<file path="config.mk">
export PLATFORM = sky130hd
export DESIGN_NAME = first_fit_heap_allocator_top
export DESIGN_NICKNAME = d
export VERILOG_FILES = /design/src/sv/fff_pkg.sv /design/src/sv/fff_seg_ram.sv /design/src/sv/first_fit_heap_allocator_top.sv
export VERILOG_INCLUDE_DIRS = /design/src /design/src/sv
export SDC_FILE = /design/constraint.sdc
export NUM_CORES = 2
export LEC_CHECK = 0
export BUFFER_PORTS_ARGS = -buffer_cell sky130_fd_sc_hd__buf_4
export CAP_MARGIN = 20
export CORE_ASPECT_RATIO = 1.75
export CORE_UTILIZATION = 30
export CTS_CLUSTER_DIAMETER = 50
export DETAILED_ROUTE_END_ITERATION = 6
export GPL_TIMING_DRIVEN = 0
export PLACE_DENSITY = 0.44
export RECOVER_POWER = 25
export SLEW_MARGIN = 10
export SYNTH_ARGS = -nofsm -noshare
export SYNTH_HDL_FRONTEND = slang
export SYNTH_HIERARCHICAL = 1
export SYNTH_SLANG_ARGS = --single-unit
</file>
<file path="constraint.sdc">
create_clock -name clock -period 9.7 [get_ports clock]
set_input_delay 0.97 -clock clock [delete_from_list [all_inputs] [get_ports clock]]
set_output_delay 0.97 -clock clock [all_outputs]
set_load 0.05 [all_outputs]
</file>
<file path="src/sv/first_fit_heap_allocator_top_defines.svh">
// Assertion macros shared by the RTL.
`ifndef FIRST_FIT_HEAP_ALLOCATOR_TOP_DEFINES_SVH
`define FIRST_FIT_HEAP_ALLOCATOR_TOP_DEFINES_SVH

// Same-cycle implication, clocked on clock, off during reset.
`define FFF_ASSERT_IMP(label, ante, cons) \
   label: assert property (@(posedge clock) disable iff (reset) (ante) |-> (cons)) \
      else $error("assertion failed");

// Next-cycle implication, clocked on clock, off during reset.
`define FFF_ASSERT_NXT(label, ante, cons) \
   label: assert property (@(posedge clock) disable iff (reset) (ante) |=> (cons)) \
      else $error("assertion failed");

`endif

</file>
<file path="src/sv/fff_pkg.sv">
`default_nettype none
package fff_pkg;

   localparam int LEN_W    = 21;
   localparam int OFF_W    = 20;
   localparam int CNT_W    = 7;
   localparam int WIDE_W   = 23;
   localparam int TYPE_W   = 2;
   localparam int STATUS_W = 2;

   localparam logic [LEN_W-1:0] HEAP_LIMIT  = 21'd1048576;
   localparam int               MIN_TAIL    = 16;
   localparam int               ALIGN_BYTES = 16;

   localparam logic [TYPE_W-1:0] REQ_ALLOC   = 2'd0;
   localparam logic [TYPE_W-1:0] REQ_RELEASE = 2'd1;
   localparam logic [TYPE_W-1:0] REQ_RESIZE  = 2'd2;

   localparam logic [STATUS_W-1:0] ST_OK       = 2'd0;
   localparam logic [STATUS_W-1:0] ST_NO_MEM   = 2'd1;
   localparam logic [STATUS_W-1:0] ST_RELEASED = 2'd2;
   localparam logic [STATUS_W-1:0] ST_IGNORED  = 2'd3;

   typedef enum logic [3:0] {
      S_INIT,
      S_IDLE,
      S_WALK,
      S_WCHK,
      S_POST_FIND,
      S_NX_CHK,
      S_POST_FIT,
      S_SPLIT,
      S_GRANT,
      S_FREE_RD,
      S_FREE_NX,
      S_FREE_MRG,
      S_POST_PRED,
      S_FINISH
   } fsm_type;

   typedef enum logic [1:0] {
      W_FIND,
      W_FIT,
      W_PRED
   } walk_type;

endpackage
`default_nettype wire

</file>
<file path="src/sv/fff_seg_ram.sv">
`default_nettype none
module fff_seg_ram #(
   parameter int DEPTH = 64,
   parameter int AW    = 6,
   parameter int DW    = 50
) (
   input  wire logic          clock,
   input  wire logic          wr_en,
   input  wire logic [AW-1:0] wr_addr,
   input  wire logic [DW-1:0] wr_data,
   input  wire logic          rd_en,
   input  wire logic [AW-1:0] rd_addr,
   output logic      [DW-1:0] rd_data
);

   logic [DW-1:0] mem [DEPTH];

   // write port
   always_ff @(posedge clock) begin
      if (wr_en) begin
         mem[wr_addr] <= wr_data;
      end
   end

   // registered read, hold data between reads
   always_ff @(posedge clock) begin
      if (rd_en) begin
         rd_data <= mem[rd_addr];
      end
   end

endmodule
`default_nettype wire

</file>
<file path="src/sv/first_fit_heap_allocator_top.sv">
`default_nettype none
// Channel   Ports                         Direction  Moves
// request   req_valid/req_ready + fields  in         one item per request
// response  rsp_valid/rsp_ready + fields  out        one item per request
// config    csr_wr_en/csr_wr_data         in         heap size, no wait
//
// One request is in work at a time; the segment table walk reads one entry
// per cycle from the table memory. Allocate walks the list for a fit, release
// for the entry and then its predecessor, a moving resize also for a fit.
// After reset and after every configuration write an init pass rewrites slot 0
// when a header fits and clears all counters; no item is taken then.
// A waiting response stalls only the final step; the next item is taken
// while the response register still holds its item.
`include "first_fit_heap_allocator_top_defines.svh"
module first_fit_heap_allocator_top #(
   parameter int MAX_SEGMENTS = 64,
   parameter int HEADER_BYTES = 32
) (
   input  wire logic                         clock,
   input  wire logic                         reset,
   input  wire logic                         req_valid,
   output logic                              req_ready,
   input  wire logic [fff_pkg::TYPE_W-1:0]   req_type,
   input  wire logic [fff_pkg::LEN_W-1:0]    req_size,
   input  wire logic                         req_has_addr,
   input  wire logic [fff_pkg::OFF_W-1:0]    req_data_offset,
   output logic                              rsp_valid,
   input  wire logic                         rsp_ready,
   output logic      [fff_pkg::STATUS_W-1:0] rsp_status,
   output logic      [fff_pkg::OFF_W-1:0]    rsp_result_offset,
   output logic      [fff_pkg::OFF_W-1:0]    rsp_copy_source,
   output logic      [fff_pkg::LEN_W-1:0]    rsp_copy_length,
   output logic      [fff_pkg::LEN_W-1:0]    rsp_bytes_in_use,
   output logic      [fff_pkg::LEN_W-1:0]    rsp_peak_in_use,
   output logic      [fff_pkg::CNT_W-1:0]    rsp_live_grants,
   input  wire logic                         csr_wr_en,
   input  wire logic [fff_pkg::LEN_W-1:0]    csr_wr_data
);
   import fff_pkg::*;

   localparam int IW = $clog2(MAX_SEGMENTS + 1);
   localparam int AW = $clog2(MAX_SEGMENTS);
   localparam logic [IW-1:0]     NO_SEG   = IW'(MAX_SEGMENTS);
   localparam logic [WIDE_W-1:0] HDR_WIDE = WIDE_W'(HEADER_BYTES);
   localparam logic [WIDE_W-1:0] TAIL_MIN = WIDE_W'(HEADER_BYTES + MIN_TAIL);

   // one table entry: header position, data length, free mark, link
   typedef struct packed {
      logic [LEN_W-1:0] start;
      logic [LEN_W-1:0] len;
      logic             free;
      logic [IW-1:0]    succ;
   } seg_type;

   localparam int DW = $bits(seg_type);

   fsm_type                state_ff, state_in;
   walk_type               wmode_ff, wmode_in;
   logic [TYPE_W-1:0]      kind_ff, kind_in;
   logic [LEN_W-1:0]       size_ff, size_in;
   logic [WIDE_W-1:0]      need_ff, need_in;
   logic [OFF_W-1:0]       off_ff, off_in;
   logic [IW-1:0]          cur_ff, cur_in;
   logic                   found_ff, found_in;
   seg_type                ent_ff, ent_in;
   logic [IW-1:0]          s_ff, s_in;
   seg_type                s_ent_ff, s_ent_in;
   logic                   nx_valid_ff, nx_valid_in;
   logic                   moving_ff, moving_in;
   logic [STATUS_W-1:0]    pst_ff, pst_in;
   logic [OFF_W-1:0]       pres_ff, pres_in;
   logic [OFF_W-1:0]       psrc_ff, psrc_in;
   logic [LEN_W-1:0]       plen_ff, plen_in;
   logic [LEN_W-1:0]       used_ff, used_in;
   logic [LEN_W-1:0]       peak_ff, peak_in;
   logic [CNT_W-1:0]       grant_ff, grant_in;
   logic [LEN_W-1:0]       heap_ff, heap_in;
   logic [MAX_SEGMENTS-1:0] slot_use_ff, slot_use_in;
   logic                   rsp_valid_ff, rsp_valid_in;
   logic [STATUS_W-1:0]    rsp_status_ff, rsp_status_in;
   logic [OFF_W-1:0]       rsp_res_ff, rsp_res_in;
   logic [OFF_W-1:0]       rsp_src_ff, rsp_src_in;
   logic [LEN_W-1:0]       rsp_len_ff, rsp_len_in;
   logic [LEN_W-1:0]       rsp_used_ff, rsp_used_in;
   logic [LEN_W-1:0]       rsp_peak_ff, rsp_peak_in;
   logic [CNT_W-1:0]       rsp_grant_ff, rsp_grant_in;

   logic                   mem_we, mem_re;
   logic [AW-1:0]          mem_waddr, mem_raddr;
   seg_type                mem_wdata;
   logic [DW-1:0]          rd_bits;
   seg_type                rd_ent;

   logic [IW-1:0]          free_slot;
   logic                   free_ok;
   logic [WIDE_W-1:0]      size_up, need_c, comb_len, used_grow;
   logic                   hit, stop_miss;
   logic                   finish_wait;

   assign rd_ent = seg_type'(rd_bits);

   fff_seg_ram #(
      .DEPTH (MAX_SEGMENTS),
      .AW    (AW),
      .DW    (DW)
   ) u_ram (
      .clock   (clock),
      .wr_en   (mem_we),
      .wr_addr (mem_waddr),
      .wr_data (DW'(mem_wdata)),
      .rd_en   (mem_re),
      .rd_addr (mem_raddr),
      .rd_data (rd_bits)
   );

   // lowest unused slot for a split
   always_comb begin
      free_slot = NO_SEG;
      free_ok   = 1'b0;
      for (int i = MAX_SEGMENTS - 1; i >= 0; i--) begin
         if (!slot_use_ff[i]) begin
            free_slot = IW'(i);
            free_ok   = 1'b1;
         end
      end
   end

   // size rounded up to the alignment
   assign size_up = WIDE_W'(req_size) + WIDE_W'(ALIGN_BYTES - 1);
   assign need_c  = WIDE_W'((size_up / ALIGN_BYTES) * ALIGN_BYTES);

   function automatic fsm_type post_of(walk_type m);
      fsm_type r;
      unique case (m)
         W_FIND:  r = S_POST_FIND;
         W_FIT:   r = S_POST_FIT;
         default: r = S_POST_PRED;
      endcase
      return r;
   endfunction

   always_ff @(posedge clock) begin
      if (reset) begin
         state_ff     <= S_INIT;
         rsp_valid_ff <= 1'b0;
         slot_use_ff  <= '0;
         used_ff      <= '0;
         peak_ff      <= '0;
         grant_ff     <= '0;
         heap_ff      <= HEAP_LIMIT;
      end else begin
         state_ff     <= state_in;
         rsp_valid_ff <= rsp_valid_in;
         slot_use_ff  <= slot_use_in;
         used_ff      <= used_in;
         peak_ff      <= peak_in;
         grant_ff     <= grant_in;
         heap_ff      <= heap_in;
      end
   end

   // payload registers, no reset
   always_ff @(posedge clock) begin
      wmode_ff      <= wmode_in;
      kind_ff       <= kind_in;
      size_ff       <= size_in;
      need_ff       <= need_in;
      off_ff        <= off_in;
      cur_ff        <= cur_in;
      found_ff      <= found_in;
      ent_ff        <= ent_in;
      s_ff          <= s_in;
      s_ent_ff      <= s_ent_in;
      nx_valid_ff   <= nx_valid_in;
      moving_ff     <= moving_in;
      pst_ff        <= pst_in;
      pres_ff       <= pres_in;
      psrc_ff       <= psrc_in;
      plen_ff       <= plen_in;
      rsp_status_ff <= rsp_status_in;
      rsp_res_ff    <= rsp_res_in;
      rsp_src_ff    <= rsp_src_in;
      rsp_len_ff    <= rsp_len_in;
      rsp_used_ff   <= rsp_used_in;
      rsp_peak_ff   <= rsp_peak_in;
      rsp_grant_ff  <= rsp_grant_in;
   end

   always_comb begin
      state_in      = state_ff;
      wmode_in      = wmode_ff;
      kind_in       = kind_ff;
      size_in       = size_ff;
      need_in       = need_ff;
      off_in        = off_ff;
      cur_in        = cur_ff;
      found_in      = found_ff;
      ent_in        = ent_ff;
      s_in          = s_ff;
      s_ent_in      = s_ent_ff;
      nx_valid_in   = nx_valid_ff;
      moving_in     = moving_ff;
      pst_in        = pst_ff;
      pres_in       = pres_ff;
      psrc_in       = psrc_ff;
      plen_in       = plen_ff;
      used_in       = used_ff;
      peak_in       = peak_ff;
      grant_in      = grant_ff;
      heap_in       = heap_ff;
      slot_use_in   = slot_use_ff;
      rsp_valid_in  = rsp_valid_ff && !rsp_ready;
      rsp_status_in = rsp_status_ff;
      rsp_res_in    = rsp_res_ff;
      rsp_src_in    = rsp_src_ff;
      rsp_len_in    = rsp_len_ff;
      rsp_used_in   = rsp_used_ff;
      rsp_peak_in   = rsp_peak_ff;
      rsp_grant_in  = rsp_grant_ff;
      req_ready     = 1'b0;
      mem_we        = 1'b0;
      mem_waddr     = cur_ff[AW-1:0];
      mem_wdata     = ent_ff;
      mem_re        = 1'b0;
      mem_raddr     = cur_ff[AW-1:0];
      hit           = 1'b0;
      stop_miss     = 1'b0;
      comb_len      = WIDE_W'(s_ent_ff.len) + HDR_WIDE + WIDE_W'(rd_ent.len);
      used_grow     = '0;

      unique case (state_ff)
         S_INIT: begin
            // rebuild the table as one free segment when a header fits
            slot_use_in = '0;
            used_in     = '0;
            peak_in     = '0;
            grant_in    = '0;
            if (WIDE_W'(heap_ff) >= HDR_WIDE) begin
               slot_use_in[0]  = 1'b1;
               mem_we          = 1'b1;
               mem_waddr       = '0;
               mem_wdata.start = '0;
               mem_wdata.len   = LEN_W'(WIDE_W'(heap_ff) - HDR_WIDE);
               mem_wdata.free  = 1'b1;
               mem_wdata.succ  = NO_SEG;
            end
            state_in = S_IDLE;
         end

         S_IDLE: begin
            req_ready = 1'b1;
            if (req_valid) begin
               kind_in   = req_type;
               size_in   = req_size;
               need_in   = need_c;
               off_in    = req_data_offset;
               moving_in = 1'b0;
               pst_in    = ST_IGNORED;
               pres_in   = '0;
               psrc_in   = '0;
               plen_in   = '0;
               unique case (req_type)
                  REQ_ALLOC: begin
                     wmode_in = W_FIT;
                     state_in = S_WALK;
                  end
                  REQ_RELEASE: begin
                     wmode_in = W_FIND;
                     state_in = req_has_addr ? S_WALK : S_FINISH;
                  end
                  REQ_RESIZE: begin
                     // resize of null acts as allocate
                     wmode_in = req_has_addr ? W_FIND : W_FIT;
                     state_in = S_WALK;
                  end
                  default: state_in = S_FINISH;
               endcase
            end
         end

         S_WALK: begin
            // start at the head of the list
            if (!slot_use_ff[0]) begin
               found_in = 1'b0;
               state_in = post_of(wmode_ff);
            end else begin
               cur_in    = '0;
               mem_re    = 1'b1;
               mem_raddr = '0;
               state_in  = S_WCHK;
            end
         end

         S_WCHK: begin
            unique case (wmode_ff)
               W_FIND: hit = (WIDE_W'(rd_ent.start) + HDR_WIDE) == WIDE_W'(off_ff);
               W_FIT:  hit = rd_ent.free && (WIDE_W'(rd_ent.len) >= need_ff);
               default: begin
                  stop_miss = (cur_ff == s_ff);
                  hit       = !stop_miss && (rd_ent.succ == s_ff);
               end
            endcase
            if (hit) begin
               found_in = 1'b1;
               ent_in   = rd_ent;
               state_in = post_of(wmode_ff);
            end else if (stop_miss || rd_ent.succ == NO_SEG) begin
               found_in = 1'b0;
               state_in = post_of(wmode_ff);
            end else begin
               // advance along the link, one entry per cycle
               cur_in    = rd_ent.succ;
               mem_re    = 1'b1;
               mem_raddr = rd_ent.succ[AW-1:0];
            end
         end

         S_POST_FIND: begin
            s_in     = cur_ff;
            s_ent_in = ent_ff;
            if (kind_ff == REQ_RELEASE) begin
               if (found_ff && !ent_ff.free) begin
                  pst_in   = ST_OK;
                  state_in = S_FREE_RD;
               end else begin
                  state_in = S_FINISH;
               end
            end else if (size_ff == '0) begin
               pst_in   = ST_RELEASED;
               state_in = (found_ff && !ent_ff.free) ? S_FREE_RD : S_FINISH;
            end else if (!found_ff || ent_ff.free) begin
               state_in = S_FINISH;
            end else if (need_ff <= WIDE_W'(ent_ff.len)) begin
               pst_in   = ST_OK;
               pres_in  = off_ff;
               state_in = S_FINISH;
            end else if (ent_ff.succ != NO_SEG) begin
               mem_re    = 1'b1;
               mem_raddr = ent_ff.succ[AW-1:0];
               state_in  = S_NX_CHK;
            end else begin
               moving_in = 1'b1;
               wmode_in  = W_FIT;
               state_in  = S_WALK;
            end
         end

         S_NX_CHK: begin
            // grow in place into a free successor, else start a moving fit walk
            if (rd_ent.free && comb_len >= need_ff) begin
               used_grow       = WIDE_W'(used_ff) + comb_len - WIDE_W'(s_ent_ff.len);
               used_in         = LEN_W'(used_grow);
               peak_in         = (LEN_W'(used_grow) > peak_ff) ? LEN_W'(used_grow) : peak_ff;
               mem_we          = 1'b1;
               mem_waddr       = s_ff[AW-1:0];
               mem_wdata       = s_ent_ff;
               mem_wdata.len   = LEN_W'(comb_len);
               mem_wdata.succ  = rd_ent.succ;
               slot_use_in[s_ent_ff.succ[AW-1:0]] = 1'b0;
               pst_in          = ST_OK;
               pres_in         = off_ff;
               state_in        = S_FINISH;
            end else begin
               moving_in = 1'b1;
               wmode_in  = W_FIT;
               state_in  = S_WALK;
            end
         end

         S_POST_FIT: begin
            if (!found_ff) begin
               pst_in   = ST_NO_MEM;
               state_in = S_FINISH;
            end else begin
               state_in = S_SPLIT;
            end
         end

         S_SPLIT: begin
            // cut off the tail when a header plus the minimum fits and a slot is free
            ent_in.free = 1'b0;
            if (WIDE_W'(ent_ff.len) >= need_ff + TAIL_MIN && free_ok) begin
               mem_we          = 1'b1;
               mem_waddr       = free_slot[AW-1:0];
               mem_wdata.start = LEN_W'(WIDE_W'(ent_ff.start) + HDR_WIDE + need_ff);
               mem_wdata.len   = LEN_W'(WIDE_W'(ent_ff.len) - need_ff - HDR_WIDE);
               mem_wdata.free  = 1'b1;
               mem_wdata.succ  = ent_ff.succ;
               slot_use_in[free_slot[AW-1:0]] = 1'b1;
               ent_in.len      = LEN_W'(need_ff);
               ent_in.succ     = free_slot;
            end
            state_in = S_GRANT;
         end

         S_GRANT: begin
            mem_we    = 1'b1;
            mem_waddr = cur_ff[AW-1:0];
            mem_wdata = ent_ff;
            used_grow = WIDE_W'(used_ff) + WIDE_W'(ent_ff.len);
            used_in   = LEN_W'(used_grow);
            peak_in   = (LEN_W'(used_grow) > peak_ff) ? LEN_W'(used_grow) : peak_ff;
            grant_in  = grant_ff + CNT_W'(1);
            pst_in    = ST_OK;
            pres_in   = OFF_W'(WIDE_W'(ent_ff.start) + HDR_WIDE);
            if (moving_ff) begin
               psrc_in  = off_ff;
               plen_in  = s_ent_ff.len;
               state_in = S_FREE_RD;
            end else begin
               state_in = S_FINISH;
            end
         end

         S_FREE_RD: begin
            mem_re    = 1'b1;
            mem_raddr = s_ff[AW-1:0];
            state_in  = S_FREE_NX;
         end

         S_FREE_NX: begin
            s_ent_in = rd_ent;
            used_in  = used_ff - rd_ent.len;
            grant_in = grant_ff - CNT_W'(1);
            if (rd_ent.succ != NO_SEG) begin
               mem_re      = 1'b1;
               mem_raddr   = rd_ent.succ[AW-1:0];
               nx_valid_in = 1'b1;
            end else begin
               nx_valid_in = 1'b0;
            end
            state_in = S_FREE_MRG;
         end

         S_FREE_MRG: begin
            // mark free, absorb a free successor
            mem_we         = 1'b1;
            mem_waddr      = s_ff[AW-1:0];
            mem_wdata      = s_ent_ff;
            mem_wdata.free = 1'b1;
            if (nx_valid_ff && rd_ent.free) begin
               mem_wdata.len  = LEN_W'(comb_len);
               mem_wdata.succ = rd_ent.succ;
               slot_use_in[s_ent_ff.succ[AW-1:0]] = 1'b0;
            end
            s_ent_in = mem_wdata;
            wmode_in = W_PRED;
            state_in = S_WALK;
         end

         S_POST_PRED: begin
            // fold into a free predecessor
            if (found_ff && ent_ff.free) begin
               mem_we         = 1'b1;
               mem_waddr      = cur_ff[AW-1:0];
               mem_wdata      = ent_ff;
               mem_wdata.len  = LEN_W'(WIDE_W'(ent_ff.len) + HDR_WIDE +
                                       WIDE_W'(s_ent_ff.len));
               mem_wdata.succ = s_ent_ff.succ;
               slot_use_in[s_ff[AW-1:0]] = 1'b0;
            end
            state_in = S_FINISH;
         end

         S_FINISH: begin
            // hold until the response register is free
            if (!rsp_valid_ff || rsp_ready) begin
               rsp_valid_in  = 1'b1;
               rsp_status_in = pst_ff;
               rsp_res_in    = pres_ff;
               rsp_src_in    = psrc_ff;
               rsp_len_in    = plen_ff;
               rsp_used_in   = used_ff;
               rsp_peak_in   = peak_ff;
               rsp_grant_in  = grant_ff;
               state_in      = S_IDLE;
            end
         end

         default: state_in = S_INIT;
      endcase

      // a heap size write re-initializes everything
      if (csr_wr_en) begin
         heap_in  = (csr_wr_data > HEAP_LIMIT) ? HEAP_LIMIT : csr_wr_data;
         state_in = S_INIT;
      end
   end

   assign rsp_valid         = rsp_valid_ff;
   assign rsp_status        = rsp_status_ff;
   assign rsp_result_offset = rsp_res_ff;
   assign rsp_copy_source   = rsp_src_ff;
   assign rsp_copy_length   = rsp_len_ff;
   assign rsp_bytes_in_use  = rsp_used_ff;
   assign rsp_peak_in_use   = rsp_peak_ff;
   assign rsp_live_grants   = rsp_grant_ff;

   assign finish_wait = (state_ff == S_FINISH) && rsp_valid_ff && !rsp_ready && !csr_wr_en;

   `FFF_ASSERT_NXT(a_busy_after_accept, req_valid && req_ready, !req_ready)
   `FFF_ASSERT_IMP(a_head_in_use, |slot_use_ff, slot_use_ff[0])
   `FFF_ASSERT_NXT(a_finish_holds, finish_wait, state_ff == S_FINISH)

endmodule
`default_nettype wire

</file>
==> summary.txt <==
Die
  – # rows: around 350
  – Die area: 526000 um^2
  – Core area: about 520000 um^2
  – Initial core utilization: between 30% and 40%
  – I/O pins: 184
  – Die height: 959 um
  – Die X: approximately 550 um

Placed design
  – Port-buffer cells: about 180
  – Final Wtd Congestion: roughly 0.95
  – DP Area: ~180000 um^2
  – Post-DP HPWL: 515000 um
  – Post-Place Worst Slack: -2.26 ns

Logic synthesis
  – Area leader, netlist: edfxtp_1
  – Mapped cell area: 157000 um^2
  – Top FF cell, synth: edfxtp_1
  – Mapped Cells: around 8600
  – Syn Nets: ~9100
  – EDFF count, synth: between 3000 and 4000
  – Synthesized area per cell: between 15 and 20 um^2
  – Most frequent cell after synthesis: edfxtp_1
  – Yosys reg bits: between 3000 and 4000
  – Sequential fraction of the synthesis area: between 70% and 80%
  – Yosys warns: 6
  – Synth top area share: 69.0%
  – Distinct cell type count after synthesis: between 100 and 150
  – Top cells by count, synth: edfxtp_1, mux4_2, nor2_1
  – Synth top area cells: edfxtp_1, mux4_2, ha_1, dfxtp_1, a21oi_1
  – Asr flop ratio synth: 0%

GRT
  – Total global-route track usage: about a quarter
  – Total gr overflow: 0
  – First-pass GRT wire length: between 800000 and 900000 um
  – Vias in the first global route: 96400
  – Initial antenna violation count: 30
  – Largest net degree at the start of global routing: 65

CTS
  – H-Tree Depth: 5
  – Clock sinks: between 3000 and 4000
  – Worst-Skew Late Latency: 1.00 ns
  – Clk slew on worst S/H paths: around 0.07 ns
  – Clock Tree Buf Depth: 4
  – CTS tree: yes
  – Number of buffers inserted by hold repair at cts: 0
  – TritonCTS buffer count: approximately 360
  – Clk root buf: clkbuf_16

Cells and area
  – Number of fill cells in the layout: just under 50000
  – Area of the multi-input gates: approximately 44000 um^2
  – Nets: 10100
  – Share of layout cells above drive strength 1: roughly 24%
  – Layout Area Growth over Synthesis: 20.4%
  – Register area: 111000 um^2
  – Final core occ: between 30% and 40%
  – Final Instance Area: around 190000 um^2

Worst setup path
  – CP Max Fanout: 10
  – Arr. time, crit path: 10.32 ns
  – Setup crit start: need_ff[14]
  – Crit path largest cell delay: approximately 1.1 ns
  – Crit-path cells: inv_1 -> ha_1 -> nand2_1 -> nor4_1 -> a221oi_1 -> o21ai_0 -> clkbuf_1 -> a211o_1 -> o31a_1 -> a21oi_1 -> o21ai_1 -> buf_2 -> buf_2 -> buf_2 -> nand2b_1 -> clkbuf_2 -> o22ai_1 -> nor2_1 -> a21oi_1 -> nor2_1
  – CP endpoint kind: register
  – CP Capture Point: u_ram/rd_data[39]
  – Worst R2R Path Depth: 20
  – Reg-to-Reg Start: need_ff[14]
  – CP Data Required Time: approximately 10 ns
  – Number of cells on the critical path: 20
  – CP max stage cell: edfxtp_1
  – R2R Path End: u_ram/rd_data[39]
  – Worst path bufs/invs: 6
  – Top cell by count, worst path: buf_2
  – CP delay by family, top: buffers and inverters
  – Setup CP Type: reg -> reg
  – Crit start category: register
  – Setup slack, reg-to-reg: between 0.0006 and 0.0007 ns

Power
  – Leakage power: roughly 60 nW
  – Ratio of total power to cell area: a little under 200 nW/um^2
  – Peak supply drop: between 0.0001 and 0.00015 V

STA
  – Worst setup margin: 0.000657 ns
  – RSZ-0062 raised after global routing: false
  – Final Hold Fails: 0
  – Tightest Pin Transition: around 2.6 ns
  – Max Fclk: 103 MHz
  – Final period util: between 90 and 100%
  – Clk_skew: 0.0829 ns
  – WHS: 0.193 ns
  – Tmin final: 9.70 ns
  – Final-report max-slew violation count: between 200 and 300
  – Relative slew slack: -70.9%
  – Final setup viols: 0

Job
  – Max Cap Viol: 13

Detailed routing
  – DR pass1 iterations: 7
  – Vias/cell: between 5 and 6
  – Final ANT Viol Nets: 0
  – First-iteration detailed-routing DRC count: about 10000
  – Residual DRC: 12
  – DR WL/cell: approximately 40 um
  – Vias: approximately 94000
  – Total wire length: 685000 um

Status
  – Status: complete, but fails checks
  – Failing checks: design-rule violations, max-capacitance violations, max-slew violations

Worst hold path
  – Worst Hold Class: in -> reg
[flip-flops by register name (all words and copies together) (netlist names), 7 cells and up]
name and flops:
plen_ff 21, psrc_ff 20, s_ff 7, slot_use_ff 64
rsp_copy_length 21, need_ff 18, grant_ff 7, s_ent_ff 50
size_ff 21, rsp_copy_source 20, rsp_result_offset 20, cur_ff 7
used_ff 21, rsp_bytes_in_use 21, ent_ff 50, heap_ff 21
u_ram/rd_data 50, off_ff 20, rsp_peak_in_use 21, peak_ff 21
pres_ff 20, u_ram/mem 3200, rsp_live_grants 7
[final cells by class]
class                   instances  share of cell area (%)
diodes                         30                  0.0397
plain buffers                 424                    1.11
clock buffers                 417                    4.94
clock inverters               247                    1.59
inverters                     236                   0.469
multi-input cells            4234                    23.2
flip-flops and latches       3744                    58.7
well taps                    6883                    4.56
repair buffers                700                    5.30
[timing repair]
item | 4_1_cts | 5_1_grt
pin swaps | 23 | 13
gates resized for setup | 17 | 10
endpoints found under the setup margin | 3251 | 1583
setup buffers | 43 | 28
[through the flow]
step,instances,total power (W),TNS (ns)
2_1_floorplan,8639,0.0203,0
3_3_place_gp,15700,0.0217,-
3_5_place_dp,16100,0.0220,-4282.50
4_1_cts,16900,0.0370,0
5_1_grt,16900,0.0376,0
6_report,16900,0.0368,0
[kinds of logic after synthesis]
kind of cell / synth area share [%]
muxes: 13.2
DFF: 70.8
adders and majority gates: 2.85
and+or+nand+nor: 3.98
xor gates and xnor gates: 1.22
buffers and inverters: 1.86
AOI/OAI and AO/OA: 6.15
[cell usage in the layout, fill, tap and decap left out, types with 56 or more instances in the layout]
cell | synthesis | layout
buf_6 | 23 | 56
clkbuf_1 | 211 | 384
nor2_4 | 0 | 67
nand2_1 | 339 | 334
a21oi_1 | 318 | 311
buf_16 | 0 | 90
ha_1 | 314 | 314
xor2_1 | 84 | 83
inv_1 | 233 | 226
xnor2_1 | 135 | 135
edfxtp_1 | 3605 | 3605
nor3_1 | 75 | 66
mux4_2 | 872 | 872
o22ai_1 | 162 | 161
clkbuf_16 | 0 | 364
nand4_1 | 61 | 61
buf_2 | 106 | 120
a22o_1 | 86 | 82
a211oi_1 | 101 | 101
nand3_1 | 80 | 79
o2111ai_1 | 79 | 78
buf_4 | 35 | 158
o21ai_0 | 209 | 200
a21o_1 | 62 | 62
buf_12 | 0 | 264
o221ai_1 | 58 | 57
dfxtp_1 | 139 | 139
clkinv_1 | 1 | 57
nor2_1 | 412 | 343
[metal layers]
| layer | up-vias | wire, um | track usage (%) |
|---|---|---|---|
| met1 | 50800 | 221000 | 25.8 |
| met4 | 0 | 67900 | 21.3 |
| met5 | - | 0 | 0 |
| li1 | 37600 | - | - |
| met2 | 4322 | 358000 | 46.9 |
| met3 | 1437 | 37100 | 3.64 |
[worst reg2reg max path, cell delays in order (launching register included)]
cell      delay (ns)
edfxtp_1        1.11
inv_1           0.36
ha_1            0.40
nand2_1         0.14
nor4_1          0.75
a221oi_1        0.16
o21ai_0         0.13
clkbuf_1        0.61
a211o_1         0.24
o31a_1          0.17
a21oi_1         0.19
o21ai_1         0.55
buf_2           0.59
buf_2           0.69
buf_2           0.55
nand2b_1        0.61
clkbuf_2        0.59
o22ai_1         0.31
nor2_1          0.09
a21oi_1         0.69
nor2_1          0.39
[power by group]
part           leakage, nW  switching [W]  internal [W]
clock                 5.96        0.00670       0.00843
combinational         20.4        0.00222      0.000942
sequential            34.0      0.0000876        0.0184
[worst min path at each step]
stage,startpoint,endpoint,slack (ns),depth (start not counted)
6_report,req_data_offset[2],off_ff[2],0.19,1
5_1_grt,req_data_offset[6],off_ff[6],0.17,1
4_1_cts,req_data_offset[2],off_ff[2],0.09,1
3_5_place_dp,plen_ff[2],rsp_copy_length[2],0.40,0
3_3_place_gp,psrc_ff[16],rsp_copy_source[16],0.41,0
2_1_floorplan,plen_ff[0],rsp_copy_length[0],0.40,0
Power figures use the tool's default switching activity.
